[config.mk]
export PLATFORM = sky130hd
export DESIGN_NAME = dual_paddle_serial_readout
export DESIGN_NICKNAME = d
export VERILOG_FILES = /design/src/rtl/core/dpsr_pkg.sv /design/src/rtl/core/dpsr_paddle.sv /design/src/rtl/core/dual_paddle_serial_readout.sv
export SDC_FILE = /design/constraint.sdc
export NUM_CORES = 1
export LEC_CHECK = 0
export BUFFER_PORTS_ARGS = -buffer_cell sky130_fd_sc_hd__buf_2
export CAP_MARGIN = 5
export CELL_PAD_IN_SITES_DETAIL_PLACEMENT = 1
export CELL_PAD_IN_SITES_GLOBAL_PLACEMENT = 2
export CORE_MARGIN = 5
export CORE_UTILIZATION = 42
export DETAILED_ROUTE_END_ITERATION = 10
export PLACE_DENSITY = 0.95
export SLEW_MARGIN = 10
export SYNTH_ARGS = -nofsm -noshare
export SYNTH_HDL_FRONTEND = slang
export SYNTH_HIERARCHICAL = 1
export SYNTH_SLANG_ARGS = --single-unit
[constraint.sdc]
create_clock -name i_clk -period 5.98 [get_ports i_clk]
set_input_delay 0.299 -clock i_clk [delete_from_list [all_inputs] [get_ports i_clk]]
set_output_delay 0.299 -clock i_clk [all_outputs]
set_load 0.1 [all_outputs]
[src/rtl/core/dpsr_pkg.sv]
// Package for the dual paddle serial readout.
// Holds the action codes, the clamp bounds and the per-paddle control struct.
// No dependencies.
package dpsr_pkg;

    localparam int POS_W   = 9;
    localparam int DELTA_W = 10;
    localparam int CODE_W  = 8;
    localparam int IDX_W   = 4;
    localparam int DATA_W  = 5;

    localparam logic [1:0] ACT_TICK   = 2'd0;
    localparam logic [1:0] ACT_STROBE = 2'd1;
    localparam logic [1:0] ACT_READ1  = 2'd2;
    localparam logic [1:0] ACT_READ2  = 2'd3;

    localparam logic [POS_W-1:0] PROTO_LOW  = 9'd38;
    localparam logic [POS_W-1:0] PROTO_HIGH = 9'd228;
    localparam logic [POS_W-1:0] NORM_LOW   = 9'd156;
    localparam logic [POS_W-1:0] NORM_HIGH  = 9'd484;
    localparam logic [POS_W-1:0] POS_RESET  = 9'd340;

    localparam logic [IDX_W-1:0] PROTO_LIMIT = 4'd7;
    localparam logic [IDX_W-1:0] NORM_LIMIT  = 4'd8;

    typedef struct packed {
        logic tick;     // frame tick: move, sample button, build code
        logic latch;    // rising strobe: load shift code, rewind pointer
        logic advance;  // serial read: step the pointer
        logic proto;    // prototype paddle mode
    } t_paddle_ctrl;

endpackage

[src/rtl/core/dpsr_paddle.sv]
// One paddle: position, button, pending latch byte and serial shifter.
// Depends on dpsr_pkg for widths, bounds and the control struct.
module dpsr_paddle
    import dpsr_pkg::*;
(
    input  logic                      i_clk,
    input  logic                      i_rst_n,
    input  t_paddle_ctrl              i_ctrl,
    input  logic signed [DELTA_W-1:0] i_delta,
    input  logic                      i_button,
    output logic                      o_serial_bit,
    output logic                      o_pressed
);

    logic [POS_W-1:0]  r_pos, n_pos;
    logic              r_pressed;
    logic [CODE_W-1:0] r_pending, n_pending;
    logic [CODE_W-1:0] r_shift;
    logic [IDX_W-1:0]  r_idx;

    logic signed [DELTA_W:0] sum;
    logic signed [DELTA_W:0] lo_s, hi_s;
    logic [POS_W-1:0]        lo, hi, inv;
    logic [IDX_W-1:0]        limit;
    logic                    exhausted;

    // The sum of a 9-bit position and a 10-bit signed delta fits 11 signed bits.
    assign lo   = i_ctrl.proto ? PROTO_LOW : NORM_LOW;
    assign hi   = i_ctrl.proto ? PROTO_HIGH : NORM_HIGH;
    assign lo_s = $signed({2'b00, lo});
    assign hi_s = $signed({2'b00, hi});
    assign sum  = $signed({2'b00, r_pos}) + $signed({i_delta[DELTA_W-1], i_delta});

    always_comb begin
        if (sum < lo_s) begin
            n_pos = lo;
        end else if (sum > hi_s) begin
            n_pos = hi;
        end else begin
            n_pos = sum[POS_W-1:0];
        end
    end

    // Bit reversal of the inverted position over 8 or 9 bits, kept to 8 bits.
    assign inv = ~n_pos;
    always_comb begin
        for (int j = 0; j < CODE_W; j++) begin
            n_pending[j] = i_ctrl.proto ? inv[CODE_W-1-j] : inv[POS_W-1-j];
        end
    end

    assign limit        = i_ctrl.proto ? PROTO_LIMIT : NORM_LIMIT;
    assign exhausted    = (r_idx >= limit);
    assign o_serial_bit = exhausted ? 1'b1 : r_shift[r_idx[2:0]];
    assign o_pressed    = r_pressed;

    always_ff @(posedge i_clk) begin
        if (!i_rst_n) begin
            r_pos     <= POS_RESET;
            r_pressed <= 1'b0;
            r_pending <= '0;
            r_shift   <= '0;
            r_idx     <= '0;
        end else begin
            if (i_ctrl.tick) begin
                r_pos     <= n_pos;
                r_pressed <= i_button;
                r_pending <= n_pending;
            end
            if (i_ctrl.latch) begin
                r_shift <= r_pending;
                r_idx   <= '0;
            end else if (i_ctrl.advance && !exhausted) begin
                r_idx <= r_idx + 1'b1;
            end
        end
    end

    // A tick always leaves the position inside the window of the mode it ran in.
    a_pos_in_window: assert property (@(posedge i_clk) disable iff (!i_rst_n)
        $past(i_ctrl.tick) && $past(i_rst_n) |->
            ($past(i_ctrl.proto) ? (r_pos >= PROTO_LOW && r_pos <= PROTO_HIGH)
                                 : (r_pos >= NORM_LOW && r_pos <= NORM_HIGH)))
        else $error("paddle position outside clamp window after tick");

    // The pointer never runs past the normal-mode limit.
    a_idx_bound: assert property (@(posedge i_clk) disable iff (!i_rst_n)
        r_idx <= NORM_LIMIT)
        else $error("serial pointer past limit");

endmodule

[src/rtl/core/dual_paddle_serial_readout.sv]
// A read transaction's result passes through the input register and then the result register.
// Throughput: one transaction per cycle; the input side stalls only when a read
// sits in the input register while the result register is full and stalled.
// Frame ticks and strobe writes produce no result. Reset is synchronous and active
// low; it sets both positions to 340 and clears the mode, flags and paddle state.
// Depends on dpsr_pkg and dpsr_paddle.
module dual_paddle_serial_readout
    import dpsr_pkg::*;
(
    input  logic                      i_clk,
    input  logic                      i_rst_n,
    input  logic                      i_valid,
    output logic                      o_stall,
    input  logic [1:0]                i_action,
    input  logic signed [DELTA_W-1:0] i_delta_first,
    input  logic signed [DELTA_W-1:0] i_delta_second,
    input  logic                      i_button_first,
    input  logic                      i_button_second,
    input  logic                      i_strobe_value,
    output logic                      o_valid,
    input  logic                      i_stall,
    output logic [DATA_W-1:0]         o_read_data,
    input  logic                      i_cfg_valid,
    output logic                      o_cfg_ready,
    input  logic                      i_cfg_data
);

    logic                      r_proto;
    logic                      r_strobe_level;
    logic                      r_s1_valid;
    logic [1:0]                r_action;
    logic signed [DELTA_W-1:0] r_delta_first, r_delta_second;
    logic                      r_button_first, r_button_second;
    logic                      r_strobe_value;
    logic                      r_out_valid;
    logic [DATA_W-1:0]         r_out_data, n_out_data;

    logic         s1_is_read, out_free, s1_advance, s1_fire, latch;
    logic         bit_first, bit_second, pressed_first, pressed_second;
    t_paddle_ctrl ctrl_first, ctrl_second;

    assign o_cfg_ready = 1'b1;
    assign o_valid     = r_out_valid;
    assign o_read_data = r_out_data;

    assign s1_is_read = (r_action == ACT_READ1) || (r_action == ACT_READ2);
    assign out_free   = !r_out_valid || !i_stall;
    assign s1_advance = !r_s1_valid || !s1_is_read || out_free;
    assign s1_fire    = r_s1_valid && s1_advance;
    assign o_stall    = !s1_advance;

    assign latch = s1_fire && (r_action == ACT_STROBE) && !r_strobe_level && r_strobe_value;

    always_comb begin
        ctrl_first.tick     = s1_fire && (r_action == ACT_TICK);
        ctrl_first.latch    = latch;
        ctrl_first.proto    = r_proto;
        ctrl_first.advance  = s1_fire && ((r_action == ACT_READ1 && r_proto)
                                       || (r_action == ACT_READ2 && !r_proto));
        ctrl_second.tick    = ctrl_first.tick;
        ctrl_second.latch   = latch;
        ctrl_second.proto   = r_proto;
        ctrl_second.advance = s1_fire && (r_action == ACT_READ2);
    end

    dpsr_paddle u_paddle_first (
        .i_clk        (i_clk),
        .i_rst_n      (i_rst_n),
        .i_ctrl       (ctrl_first),
        .i_delta      (r_delta_first),
        .i_button     (r_button_first),
        .o_serial_bit (bit_first),
        .o_pressed    (pressed_first)
    );

    dpsr_paddle u_paddle_second (
        .i_clk        (i_clk),
        .i_rst_n      (i_rst_n),
        .i_ctrl       (ctrl_second),
        .i_delta      (r_delta_second),
        .i_button     (r_button_second),
        .o_serial_bit (bit_second),
        .o_pressed    (pressed_second)
    );

    // Port layouts: bit 1 serial or button, bit 3 button, bit 4 button or serial.
    always_comb begin
        n_out_data = '0;
        case (r_action)
            ACT_READ1: begin
                n_out_data[1] = r_proto ? bit_first : pressed_first;
            end
            ACT_READ2: begin
                if (r_proto) begin
                    n_out_data[1] = bit_second;
                    n_out_data[3] = pressed_first;
                    n_out_data[4] = pressed_second;
                end else begin
                    n_out_data[1] = bit_first;
                    n_out_data[3] = pressed_second;
                    n_out_data[4] = bit_second;
                end
            end
            default: begin
                n_out_data = '0;
            end
        endcase
    end

    always_ff @(posedge i_clk) begin
        if (!i_rst_n) begin
            r_proto        <= 1'b0;
            r_strobe_level <= 1'b0;
            r_s1_valid     <= 1'b0;
            r_out_valid    <= 1'b0;
        end else begin
            if (i_cfg_valid) begin
                r_proto <= i_cfg_data;
            end
            if (s1_fire && (r_action == ACT_STROBE)) begin
                r_strobe_level <= r_strobe_value;
            end
            if (s1_advance) begin
                r_s1_valid <= i_valid;
            end
            if (out_free) begin
                r_out_valid <= s1_fire && s1_is_read;
            end
        end
    end

    always_ff @(posedge i_clk) begin
        if (s1_advance && i_valid) begin
            r_action        <= i_action;
            r_delta_first   <= i_delta_first;
            r_delta_second  <= i_delta_second;
            r_button_first  <= i_button_first;
            r_button_second <= i_button_second;
            r_strobe_value  <= i_strobe_value;
        end
        if (out_free) begin
            r_out_data <= n_out_data;
        end
    end

    // A read that leaves the input register always lands in the result register.
    a_read_lands: assert property (@(posedge i_clk) disable iff (!i_rst_n)
        s1_fire && s1_is_read |=> r_out_valid)
        else $error("read transaction lost between stages");

    // Ticks and strobes never create a result when the result register is free.
    a_no_invented: assert property (@(posedge i_clk) disable iff (!i_rst_n)
        s1_fire && !s1_is_read && out_free |=> !r_out_valid)
        else $error("result produced by a non-read transaction");

    // Upstream is held back only by a read blocked behind a stalled result.
    a_stall_cause: assert property (@(posedge i_clk) disable iff (!i_rst_n)
        o_stall |-> (r_s1_valid && s1_is_read && r_out_valid && i_stall))
        else $error("input stalled without a blocked read");

endmodule

==> impl_results.md, run 1 <==
* Top Family by Delay on Critical Path: compound AO/OA/AOI/OAI gates
* CP max stage delay at 0.47 ns
* Top FF cell, synth: dfxtp_1
* GRT overflow at 0
* Commonest non-fill, non-tap cell in the layout: dfxtp_1
* Post-synth EDFFs at 28
* Leak pwr at 2.35 nW
* CTS Hold Bufs at 0
* Clk_lat worst skew at 0.35 ns
* Fin Setup TNS at 0 ns
* Final min period at 3.93 ns
* Antenna Nets Post-Route at 0
* Maximum clock rate at ~250 MHz
* Startpoint types: flip-flop
* Post-CTS Setup Repair Bufs at 0
* Mapped Area at between 0.005 and 0.006 mm2
* Setup Skew at ~0.0090 ns
* Syn Area/Cell at ~9.6 um2
* Max-capacitance violation count at 0
* CP startpoint: r_delta_first[0]
* Area share of fa/ha/maj cells after synthesis at 9.32%
* Outcome: finished clean
* Routed wire length at 14200 um
* Post-synthesis simple-gate area fraction at 16.4%
* Setup ws final at between 2 and 2.5 ns
* Die ar. at 0.0156 mm2
* # diodes at 0
* First-pass GRT wire length at 24100 um
* RSZ-0062 raised after global routing: false
* Non-filler instance count after layout at 779
* Vias in the first global route at 4887
* Worst Hold Class: input port to flip-flop
* HPWL Detailed at 10200 um
* Post-synthesis mux area share at between 7 and 8%
* Core area at about 0.013 mm2
* Clock buffer depth at 2
* Vias at approximately 4500
* Yosys cell types at between 80 and 90
* Area of the multi-input gates at 0.00316 mm2
* Maximum VDD drop at 0.000146 V
* Initial Util at 42.3%
* CTS root buf: clkbuf_16
* Fin. Hold Viols at 0
* Total Power at 1.61 mW
* Register area share after synthesis at 38.4%
* Worst Max-Slew Pin Slew at roughly 0.91 ns
* Min-delay src: i_action[0]
* Drt first-iter violations at 268
* Slowest cell on crit path: fa_1
* Die height at 125 um
* Storage cell area at 0.00212 mm2
* Cts bufs inserted at 9
* CTS tree: yes
* CP Max Fanout at 20
* Total GRT Usage at a little under a fifth
* CTS Sinks at 92
* Initial antenna violation count at 0
* Largest family of logic cells by synthesized area: compound AO/OA/AOI/OAI gates
* Rows at between 40 and 50
* Post-CTS Resized at 0
* Buffers & Inverters on Critical Path at 1
* Syn-to-layout area delta at 10.3%
* Worst rel slew slack at 39.7%
* Largest net degree at the start of global routing at 49
* Critical path type: flip-flop to flip-flop
* Crit path cell chain: ha_1, fa_1, a21oi_1, a2bb2oi_1, a21oi_1, a221o_1, inv_1, ha_1, nand2_1, o41ai_2, o21a_2, a21oi_1, a211o_1
* Tcrit/Tclk final at 65.6%
* Drt drc at 0
* Drt via density at 5.83
* Worst-path clk slew at approximately 0.07 ns
* Fin nets at 669
* Max-slew violations at 0
* Filler Cell Count at 1507
* Number of synthesized register bits at 92
* Worst Path Arrival at 4.17 ns
* Boundary pin count at 39
* Placed instance count at 763
* Synth Area in XOR/XNOR at 2.99%
* Routability cong. at around 0.80
* Critical path capture point type: flip-flop
* Post-layout util at between 40% and 50%
* Port bufs at 35
* Setup violators final at 0
* Compound-gate portion of the synthesized area at about a fifth
* Commonest cells after routing, fill and taps aside: 64 x dfxtp_1, 62 x nor2_1, 38 x ha_1
* Die X at 125 um
* Cells after Synth at between 500 and 600
* Mean routed wirelength per cell at 18.2 um
* P per Cell Area at roughly 260 mW/mm2
* Setup WS pre-CTS at 2.14 ns
* Critical Path Most Common Cell: a21oi_1
* Ys async rst share at 0%
* Share of post-route cells with drive strength above 1 at 14.4%
* Req. time, crit path at 6.22 ns
* Iteration count of the initial detailed-routing pass at 5
* Htree depth at 3
* Reg-to-Reg Start: r_delta_first[0]
* Ys Warns at 6
worst reg2reg max path, stage by stage, from the launching register on:
cell	delay (ns)
edfxtp_1	0.38
ha_1	0.27
fa_1	0.47
a21oi_1	0.28
a2bb2oi_1	0.35
a21oi_1	0.15
a221o_1	0.36
inv_1	0.12
ha_1	0.14
nand2_1	0.06
o41ai_2	0.34
o21a_2	0.42
a21oi_1	0.17
a211o_1	0.31
state kept, by name, summed over array words and instances, names as in the netlist, 3 cells and up:
name                       cells
u_paddle_second/r_pending      8
u_paddle_first/r_shift         8
u_paddle_first/r_pos           9
r_delta_first                 10
u_paddle_second/r_pos          9
o_read_data                    3
u_paddle_first/r_pending       8
r_delta_second                10
u_paddle_first/r_idx           4
u_paddle_second/r_shift        8
u_paddle_second/r_idx          4
metal layers:
layer | global-route usage, % | vias up | part of all wire [%] | routed length (um)
met2 | 34.0 | 81 | 52 | 7430
li1 | - | 2187 | - | -
met4 | 7.67 | 0 | 2.2 | 318
met5 | 0 | - | 0 | 0
met3 | 2.66 | 21 | 3.0 | 425
met1 | 22.0 | 2256 | 42 | 6000
report_power, final:
| group | internal, mW | switching, mW |
|---|---|---|
| combinational | 0.117 | 0.221 |
| sequential | 0.665 | 0.0145 |
| clock | 0.338 | 0.260 |
| total | 1.12 | 0.495 |
cell usage after synthesis (4+ instances only):
library cell / number / share of area, %
mux2i_1: 30 / 5.4
nor2_1: 62 / 4.2
o211ai_1: 5 / 0.68
edfxtp_1: 28 / 15
inv_1: 17 / 1.2
nor3b_1: 4 / 0.54
buf_2: 7 / 0.63
nand4_1: 8 / 0.91
nand2_1: 37 / 2.5
o21ai_0: 23 / 2.1
dfxtp_1: 64 / 23
a31oi_1: 12 / 1.4
a21o_1: 10 / 1.4
o21a_1: 6 / 0.81
a21oi_1: 35 / 3.2
and4_1: 5 / 0.79
xnor2_1: 9 / 1.4
ha_1: 38 / 8.6
clkbuf_1: 10 / 0.68
o31ai_1: 6 / 0.81
xor2_1: 8 / 1.3
nor3_1: 11 / 1.0
nand2b_1: 9 / 1.0
nor4_1: 4 / 0.45
a211o_1: 4 / 0.63
buf_4: 8 / 1.1
a211oi_1: 7 / 0.95
nor2b_1: 10 / 1.1
mux4_2: 4 / 1.6
nand3_1: 15 / 1.4
and2_1: 5 / 0.57
worst paths after layout:
path / end / cells after the start / slack [ns]
worst max register to register: u_paddle_first/r_pos[6] / 13 / 2.05
worst max-delay path: u_paddle_first/r_pos[6] / 13 / 2.05
worst min-delay path: r_action[0] / 1 / 0.12
worst min register to register: u_paddle_first/r_pos[0] / 2 / 0.48
per-stage QoR:
stage               hold slack [ns]  instance area [um2]
floorplan                     0.398                 5530
global placement              0.459                 5790
detailed placement            0.473                 5790
CTS                           0.107                 6100
global route                  0.108                 6100
finish                        0.118                 6100
kinds of logic (layout without fill, tap and decap cells):
logic type | after synthesis | after routing
buffers and inverters | 51 | 76
xor gates and xnor gates | 18 | 18
muxes | 36 | 36
AOI/OAI and AO/OA | 155 | 155
adders and majority gates | 40 | 40
DFF | 92 | 92
other | 2 | 3
and+or+nand+nor | 183 | 183
final cells by class:
| type | instances | area share [%] |
|---|---|---|
| multi-input combinational | 435 | 51.8 |
| sequential | 92 | 34.8 |
| clock buffer | 12 | 4.57 |
| tap | 176 | 3.61 |
| timing repair buffer | 39 | 3.36 |
| inverter | 21 | 1.29 |
| clock inverter | 4 | 0.554 |
Note: power is estimated with default switching activity, not from simulation.
==> run 2, diff against run 1 <==
Settings changed: CORE_UTILIZATION 42 to 35, PLACE_DENSITY 0.95 to 0.87.
Clock period 5.98 ns to 3.3 ns, I/O delays scaled along.
==> run 2 against run 1 <==
The flow now finishes with violations (negative setup slack). Combinational power rose to 3.2 times the previous value. Largest cell class unchanged. Register-to-register slack got worse by 2.3 ns. Clock power rose by 86%. Non-clock buffer count rose by 127. Worst hold slack got worse by 0.071 ns. Critical path depth rose by 2. Die area rose by 18%. Core utilization rose by 1.9 points. Cell count rose by 21%.
==> impl_results.md, run 2 (synthesized netlist as in run 1, its figures left out) <==
* P per Cell Area at 449 mW/mm2 (+70%)
* Die ar. at 0.0184 mm2 (+18%)
* Drt first-iter violations at 323 (+21%)
* Initial antenna violation count at 0 (unchanged)
* Commonest cells after routing, fill and taps aside: 94 x buf_4, 64 x dfxtp_1, 60 x nor2_1
* Setup ws final at -0.269 ns (-2.32 ns)
* Worst Max-Slew Pin Slew at 0.700 ns (-0.205 ns)
* Filler Cell Count at 1738 (+15%)
* CTS Sinks at 92 (unchanged)
* Initial Util at 35.2% (-7.1 points)
* Startpoint types: flip-flop
* Routability cong. at 0.902 (+13%)
* Drt via density at 5.50 (-5.7%)
* HPWL Detailed at 11400 um (+12%)
* CTS tree: yes
* Storage cell area at 0.00212 mm2 (unchanged)
* Fin nets at 796 (+19%)
* Cts bufs inserted at 9 (unchanged)
* Area of the multi-input gates at 0.00354 mm2 (+12%)
* P_int at 2.32 mW (+110%)
* Setup WS pre-CTS at -0.248 ns (-2.39 ns)
* Commonest non-fill, non-tap cell in the layout: buf_4
* Critical path capture point type: flip-flop
* Syn-to-layout area delta at 37.9%
* Worst Hold Class: input port to flip-flop
* Slowest cell on crit path: edfxtp_1
* Total Power at 3.42 mW (+110%)
* Leak pwr at 3.02 nW (+28%)
* Mean routed wirelength per cell at 19.6 um (+7.6%)
* Setup Skew at 0.00918 ns (+0.000171 ns)
* Drt drc at 0 (unchanged)
* Post-layout util at 48.5% (+1.9 points)
* Worst rel slew slack at 53.1% (+13 points)
* Failing checks: negative setup slack
* Htree depth at 3 (unchanged)
* GRT overflow at 0 (unchanged)
* Crit path cell chain: ha_4, buf_4, a211oi_4, nor2_1, xnor2_1, inv_1, ha_2, nand2_1, o31ai_1, a21o_1, o21a_1, o41a_1, nand2_1, a311oi_2, a32o_1
* Max-capacitance violation count at 0 (unchanged)
* Share of post-route cells with drive strength above 1 at 34.5% (+20 points)
* Vias at 5202 (+14%)
* RSZ-0062 raised after global routing: true
* Antenna Nets Post-Route at 0 (unchanged)
* Sw Ratio at 32.3% (+1.7 points)
* Total GRT Usage at 18.6% (-0.083 points)
* CP max stage delay at 0.42 ns (-0.05 ns)
* Die X at 136 um (+8.8%)
* Clock buffer depth at 2 (unchanged)
* Top Family by Delay on Critical Path: compound AO/OA/AOI/OAI gates
* Comb pwr share at 31.6% (+11 points)
* Sw power at 1.11 mW (+120%)
* Buffers & Inverters on Critical Path at 2 (+1)
* CP Max Fanout at 7 (-65%)
* Flop pwr share at 36.1% (-6.0 points)
* Rows at 46 (+9.5%)
* Port bufs at 35 (unchanged)
* Vias in the first global route at 5425 (+11%)
* Outcome: finished with violations
* # diodes at 0 (unchanged)
* Iteration count of the initial detailed-routing pass at 5 (unchanged)
* Top flop regs: r_delta_first (10), r_delta_second (10)
* Fin. Hold Viols at 0 (unchanged)
* Die height at 136 um (+8.8%)
* Req. time, crit path at 3.60 ns (-2.62 ns)
* Routed wire length at 18500 um (+31%)
* Max-slew violations at 0 (unchanged)
* Clk_lat worst skew at 0.36 ns (about the same)
* Maximum VDD drop at 0.000287 V (+96%)
* Worst-path clk slew at 0.07 ns (about the same)
* Critical Path Most Common Cell: nand2_1
* Tcrit/Tclk final at 108% (+43 points)
* Boundary pin count at 39 (unchanged)
* First-pass GRT wire length at 27400 um (+14%)
* Final min period at 3.57 ns (-0.356 ns)
* CTS root buf: clkbuf_16
* Maximum clock rate at 280 MHz (+10%)
* Clock Power Share at 32.3% (-4.7 points)
* Critical path type: flip-flop to flip-flop
* Worst Path Arrival at 3.87 ns (-0.30 ns)
* Core area at 0.0157 mm2 (+20%)
* Largest net degree at the start of global routing at 45 (-8.2%)
* Setup violators final at 23 (+23)
[run 2: power by group through the flow]
stage	Clock (mW)	Sequential, mW	Combinational [mW]
2_1_floorplan	0	1.26	0.463
3_3_place_gp	0	1.26	0.710
3_5_place_dp	0	1.26	0.736
4_1_cts	1.13	1.23	0.860
5_1_grt	1.17	1.24	1.15
6_report	1.11	1.24	1.08
[run 2: final timing paths]
kind	depth (start not counted)	endpoint	slack (ns)	from
worst max-delay path	15	u_paddle_second/r_pending[6]	-0.27	r_delta_second[0]
worst max register to register	15	u_paddle_second/r_pending[6]	-0.27	r_delta_second[0]
worst min-delay path	1	r_delta_second[0]	0.05	i_delta_second[0]
worst min register to register	2	r_strobe_level	0.50	r_strobe_level
[run 2: per-layer routing]
metal	global-route usage, %	part of all wire, %
met5	0	0
met4	7.22	2.8
met3	2.53	2.4
met1	21.1	40
met2	35.1	55
[run 2: timing repair]
action | in CTS | in global routing
pin swaps | 13 | 51
endpoints found under the setup margin | 31 | 34
hold buffers | 24 | 0
hold endpoints to repair | 24 | 0
resized for setup | 19 | 64
gates cloned | 0 | 1
setup buffers | 24 | 20
[run 2: area by class of cell]
type,instances,share of cell area (%)
multi-input cells,435,46.5
repair buffers,166,17.1
clock buffers,9,2.95
clock inverters,7,1.03
inverters,21,1.03
flip-flops and latches,92,27.8
well taps,216,3.54
[run 2: through the flow]
step | TNS, ns | hold WS [ns] | area (um2) | cells
floorplan | 0 | 0.264 | 5530 | 578
global route | -5.54 | 0.0336 | 7620 | 946
finish | -2.37 | 0.0475 | 7620 | 946
CTS | 0 | 0.0307 | 7110 | 925
global placement | -1.80 | 0.341 | 6280 | 861
detailed placement | -3.50 | 0.344 | 6280 | 861
==> run 3, diff against run 2 <==
Settings changed: ABC_AREA from default to 1, CORE_UTILIZATION 35 to 32.
==> run 3 against run 2 <==
Sequential cell count unchanged. Critical endpoint is now u_paddle_second/r_pending[7]. Sequential share of layout area is 4.0 points higher. Global-route usage decreased by 3.3 points. Combinational power shrank 31%. The run now ends clean. Routed wire length is 17% lower. Critical path depth grew 6. Area after synthesis rose by 1.4%. Clock-buffer cell count grew 2.
==> impl_results.md, run 3 <==
* Outcome: finished clean
* Drt drc at 0 (unchanged)
* Ys async rst share at 0% (unchanged)
* # diodes at 0 (unchanged)
* CP startpoint: r_delta_second[0]
* Worst rel slew slack at 58.6% (+5.5 points)
* Initial antenna violation count at 0 (unchanged)
* Routability cong. at 0.768 (-15%)
* Fin. Hold Viols at 0 (unchanged)
* Synth area leader: dfxtp_1
* Met3 wire len at 170 um (-62%)
* RSZ-0062 raised after global routing: true
* Cell depth of the worst flop-to-flop path at 21 (+6)
* Top flop regs: r_delta_first (10), r_delta_second (10)
* Syn Area/Cell at 7.54 um2 (-21%)
* R2R Path End: u_paddle_second/r_pending[7]
* Total GRT Usage at 15.3% (-3.3 points)
* Worst Max-Slew Pin Slew at 0.621 ns (-0.0785 ns)
* Cts bufs inserted at 9 (unchanged)
* CTS tree: yes
* Die X at 142 um (+4.9%)
* Routed wire length at 15400 um (-17%)
* Max-capacitance violation count at 0 (unchanged)
* HPWL Detailed at 11000 um (-3.0%)
* First-pass GRT wire length at 25300 um (-7.7%)
* CP max stage delay at 0.37 ns (-0.05 ns)
* Crit path cell chain: ha_2, fa_2, nand3_1, nand3_2, xor2_2, inv_2, ha_1, nand2_1, nor2_1, nand2_1, nand2_1, a21oi_1, nand2_1, nand2_2, nand3b_4, nor2_4, nor2_8, buf_4, nand4_1, nand3_1, a21oi_1
* Htree depth at 3 (unchanged)
* Clock buffer depth at 2 (unchanged)
* Initial Util at 32.5% (-2.7 points)
* Syn-to-layout area delta at 18.7%
* Final min period at 3.16 ns (-0.413 ns)
* Reg-to-Reg Start: r_delta_second[0]
* Antenna Nets Post-Route at 0 (unchanged)
* Fin nets at 884 (+11%)
* Clk_lat worst skew at 0.35 ns (about the same)
* P per Cell Area at 446 mW/mm2 (-0.63%)
* Die height at 142 um (+4.9%)
* Setup crit end: u_paddle_second/r_pending[7]
* Synth cell count leaders: 162 x nand2_1, 87 x nor2_1, 73 x inv_1
* Tcrit/Tclk final at 95.7% (-13 points)
* CTS Sinks at 92 (unchanged)
* Setup violators final at 0 (-100%)
* Drt via density at 4.91 (-11%)
* Largest net degree at the start of global routing at 38 (-16%)
* Total Power at 2.97 mW (-13%)
* CP Max Fanout at 7 (unchanged)
* GRT overflow at 0 (unchanged)
* Port bufs at 35 (unchanged)
* FF-to-FF setup slack at 0.14 ns (+0.41 ns)
* Setup Skew at 0.0125 ns (+0.00335 ns)
* Req. time, crit path at 3.57 ns (-0.03 ns)
* Yosys cell types at 40 (-52%)
* Max-slew violations at 0 (unchanged)
* Most area-consuming cells after synthesis: dfxtp_1 23%, edfxtp_1 15%, nand2_1 11%
* Die ar. at 0.0203 mm2 (+10%)
* Post-synth EDFFs at 28 (unchanged)
* Slowest cell on crit path: edfxtp_1
* Area fraction of the dominant cell type after synthesis at 22.8% (-0.33 points)
* Filler Cell Count at 2126 (+22%)
* Critical path type: flip-flop to flip-flop
* Worst Path Arrival at 3.43 ns (-0.44 ns)
* Commonest non-fill, non-tap cell in the layout: nand2_1
* Number of synthesized register bits at 92 (unchanged)
* Startpoint types: flip-flop
* Mean routed wirelength per cell at 14.7 um (-25%)
* Worst-path clk slew at 0.07 ns (about the same)
* Boundary pin count at 39 (unchanged)
* Mapped Area at 0.00561 mm2 (+1.4%)
* Placed instance count at 989 (+15%)
* Vias in the first global route at 5197 (-4.2%)
* Commonest cells after routing, fill and taps aside: 160 x nand2_1, 85 x nor2_1, 72 x inv_1
* Register area share after synthesis at 37.8% (-0.54 points)
* Critical path capture point type: flip-flop
* Ys Warns at 6 (unchanged)
* Maximum clock rate at 317 MHz (+13%)
* Rows at 48 (+4.3%)
* Share of post-route cells with drive strength above 1 at 17.2% (-17 points)
* CTS root buf: clkbuf_16
* Maximum VDD drop at 0.000200 V (-30%)
* Met2 routed wirelength at 7870 um (-22%)
* Vias at 5122 (-1.5%)
* Critical Path Most Common Cell: nand2_1
* Iteration count of the initial detailed-routing pass at 4 (-1)
* Drt first-iter violations at 256 (-21%)
* Cells after Synth at 744 (+29%)
* Core area at 0.0172 mm2 (+9.7%)
* Worst Hold Class: input port to flip-flop
* Leak pwr at 3.10 nW (+2.5%)
* M1 WL at 7130 um (-4.0%)
* Non-filler instance count after layout at 1043 (+10%)
* Max Used Layer: met4
* Most frequent cell after synthesis: nand2_1
* Top FF cell, synth: dfxtp_1
run 3: cell type report:
class | count | area (um2) | area share, %
clock buffers | 11 | 233 | 3.50
repair buffers | 77 | 561 | 8.42
multi-input cells | 548 | 3110 | 46.7
well taps | 225 | 282 | 4.23
inverters | 85 | 319 | 4.79
flip-flops and latches | 92 | 2120 | 31.9
clock inverters | 5 | 35.0 | 0.526
run 3: critical path: cells and delay by family, from the launching register on:
| kind | cells | cell delay [ns] |
|---|---|---|
| and+or+nand+nor | 13 | 1.11 |
| adders and majority gates | 3 | 0.90 |
| DFF | 1 | 0.37 |
| AOI/OAI and AO/OA | 2 | 0.27 |
| buffers and inverters | 2 | 0.21 |
| xor gates and xnor gates | 1 | 0.21 |
run 3: cell families after synthesis:
group	synth area share, %
AOI/OAI and AO/OA	11.9
xor gates and xnor gates	0.469
adders and majority gates	9.19
buffers and inverters	8.28
DFF	37.8
other	0.134
and+or+nand+nor	32.2
run 3: how the worst min path moves through the flow:
| stage | startpoint | endpoint | depth (start not counted) |
|---|---|---|---|
| after CTS | i_delta_second[0] | r_delta_second[0] | 1 |
| after global routing | i_delta_second[0] | r_delta_second[0] | 1 |
| final | i_delta_second[3] | r_delta_second[3] | 1 |
| after global placement | i_delta_second[2] | r_delta_second[2] | 1 |
| after floorplan | i_action[0] | r_action[0] | 0 |
| after detailed placement | i_delta_first[7] | r_delta_first[7] | 1 |
run 3: through the flow:
step | TNS (ns) | cell area [um2] | worst slack, ns | utilization (%) | hold WS, ns
2_1_floorplan | 0 | 5610 | 0.382 | - | 0.264
3_3_place_gp | 0 | 5970 | 0.129 | 34.7 | 0.341
3_5_place_dp | -0.00467 | 5970 | -0.00467 | 34.7 | 0.344
4_1_cts | 0 | 6510 | 0.0228 | 37.8 | 0.00376
5_1_grt | -0.197 | 6660 | -0.0326 | 38.6 | 0.00605
6_report | 0 | 6660 | 0.143 | 38.6 | 0.0177
run 3: report_power, final:
part           switching [mW]  internal (mW)
logic                   0.474          0.269
clock network           0.473          0.518
registers              0.0264           1.21
total                   0.973           2.00
run 3: metal layers:
layer | vias to the layer above | GRT usage (%)
met2 | 24 | 27.4
met1 | 2472 | 19.3
met3 | 14 | 1.41
met5 | - | 0
li1 | 2612 | -
met4 | 0 | 5.15
run 3: what timing repair did:
action                                  CTS  global route
pin swaps                                 1             4
endpoints found under the hold margin    23             0
gates cloned                              0             2
hold buffers                             23             0
endpoints found under the setup margin    1            30
gates resized for setup                   0            14
buffers inserted                          5             8
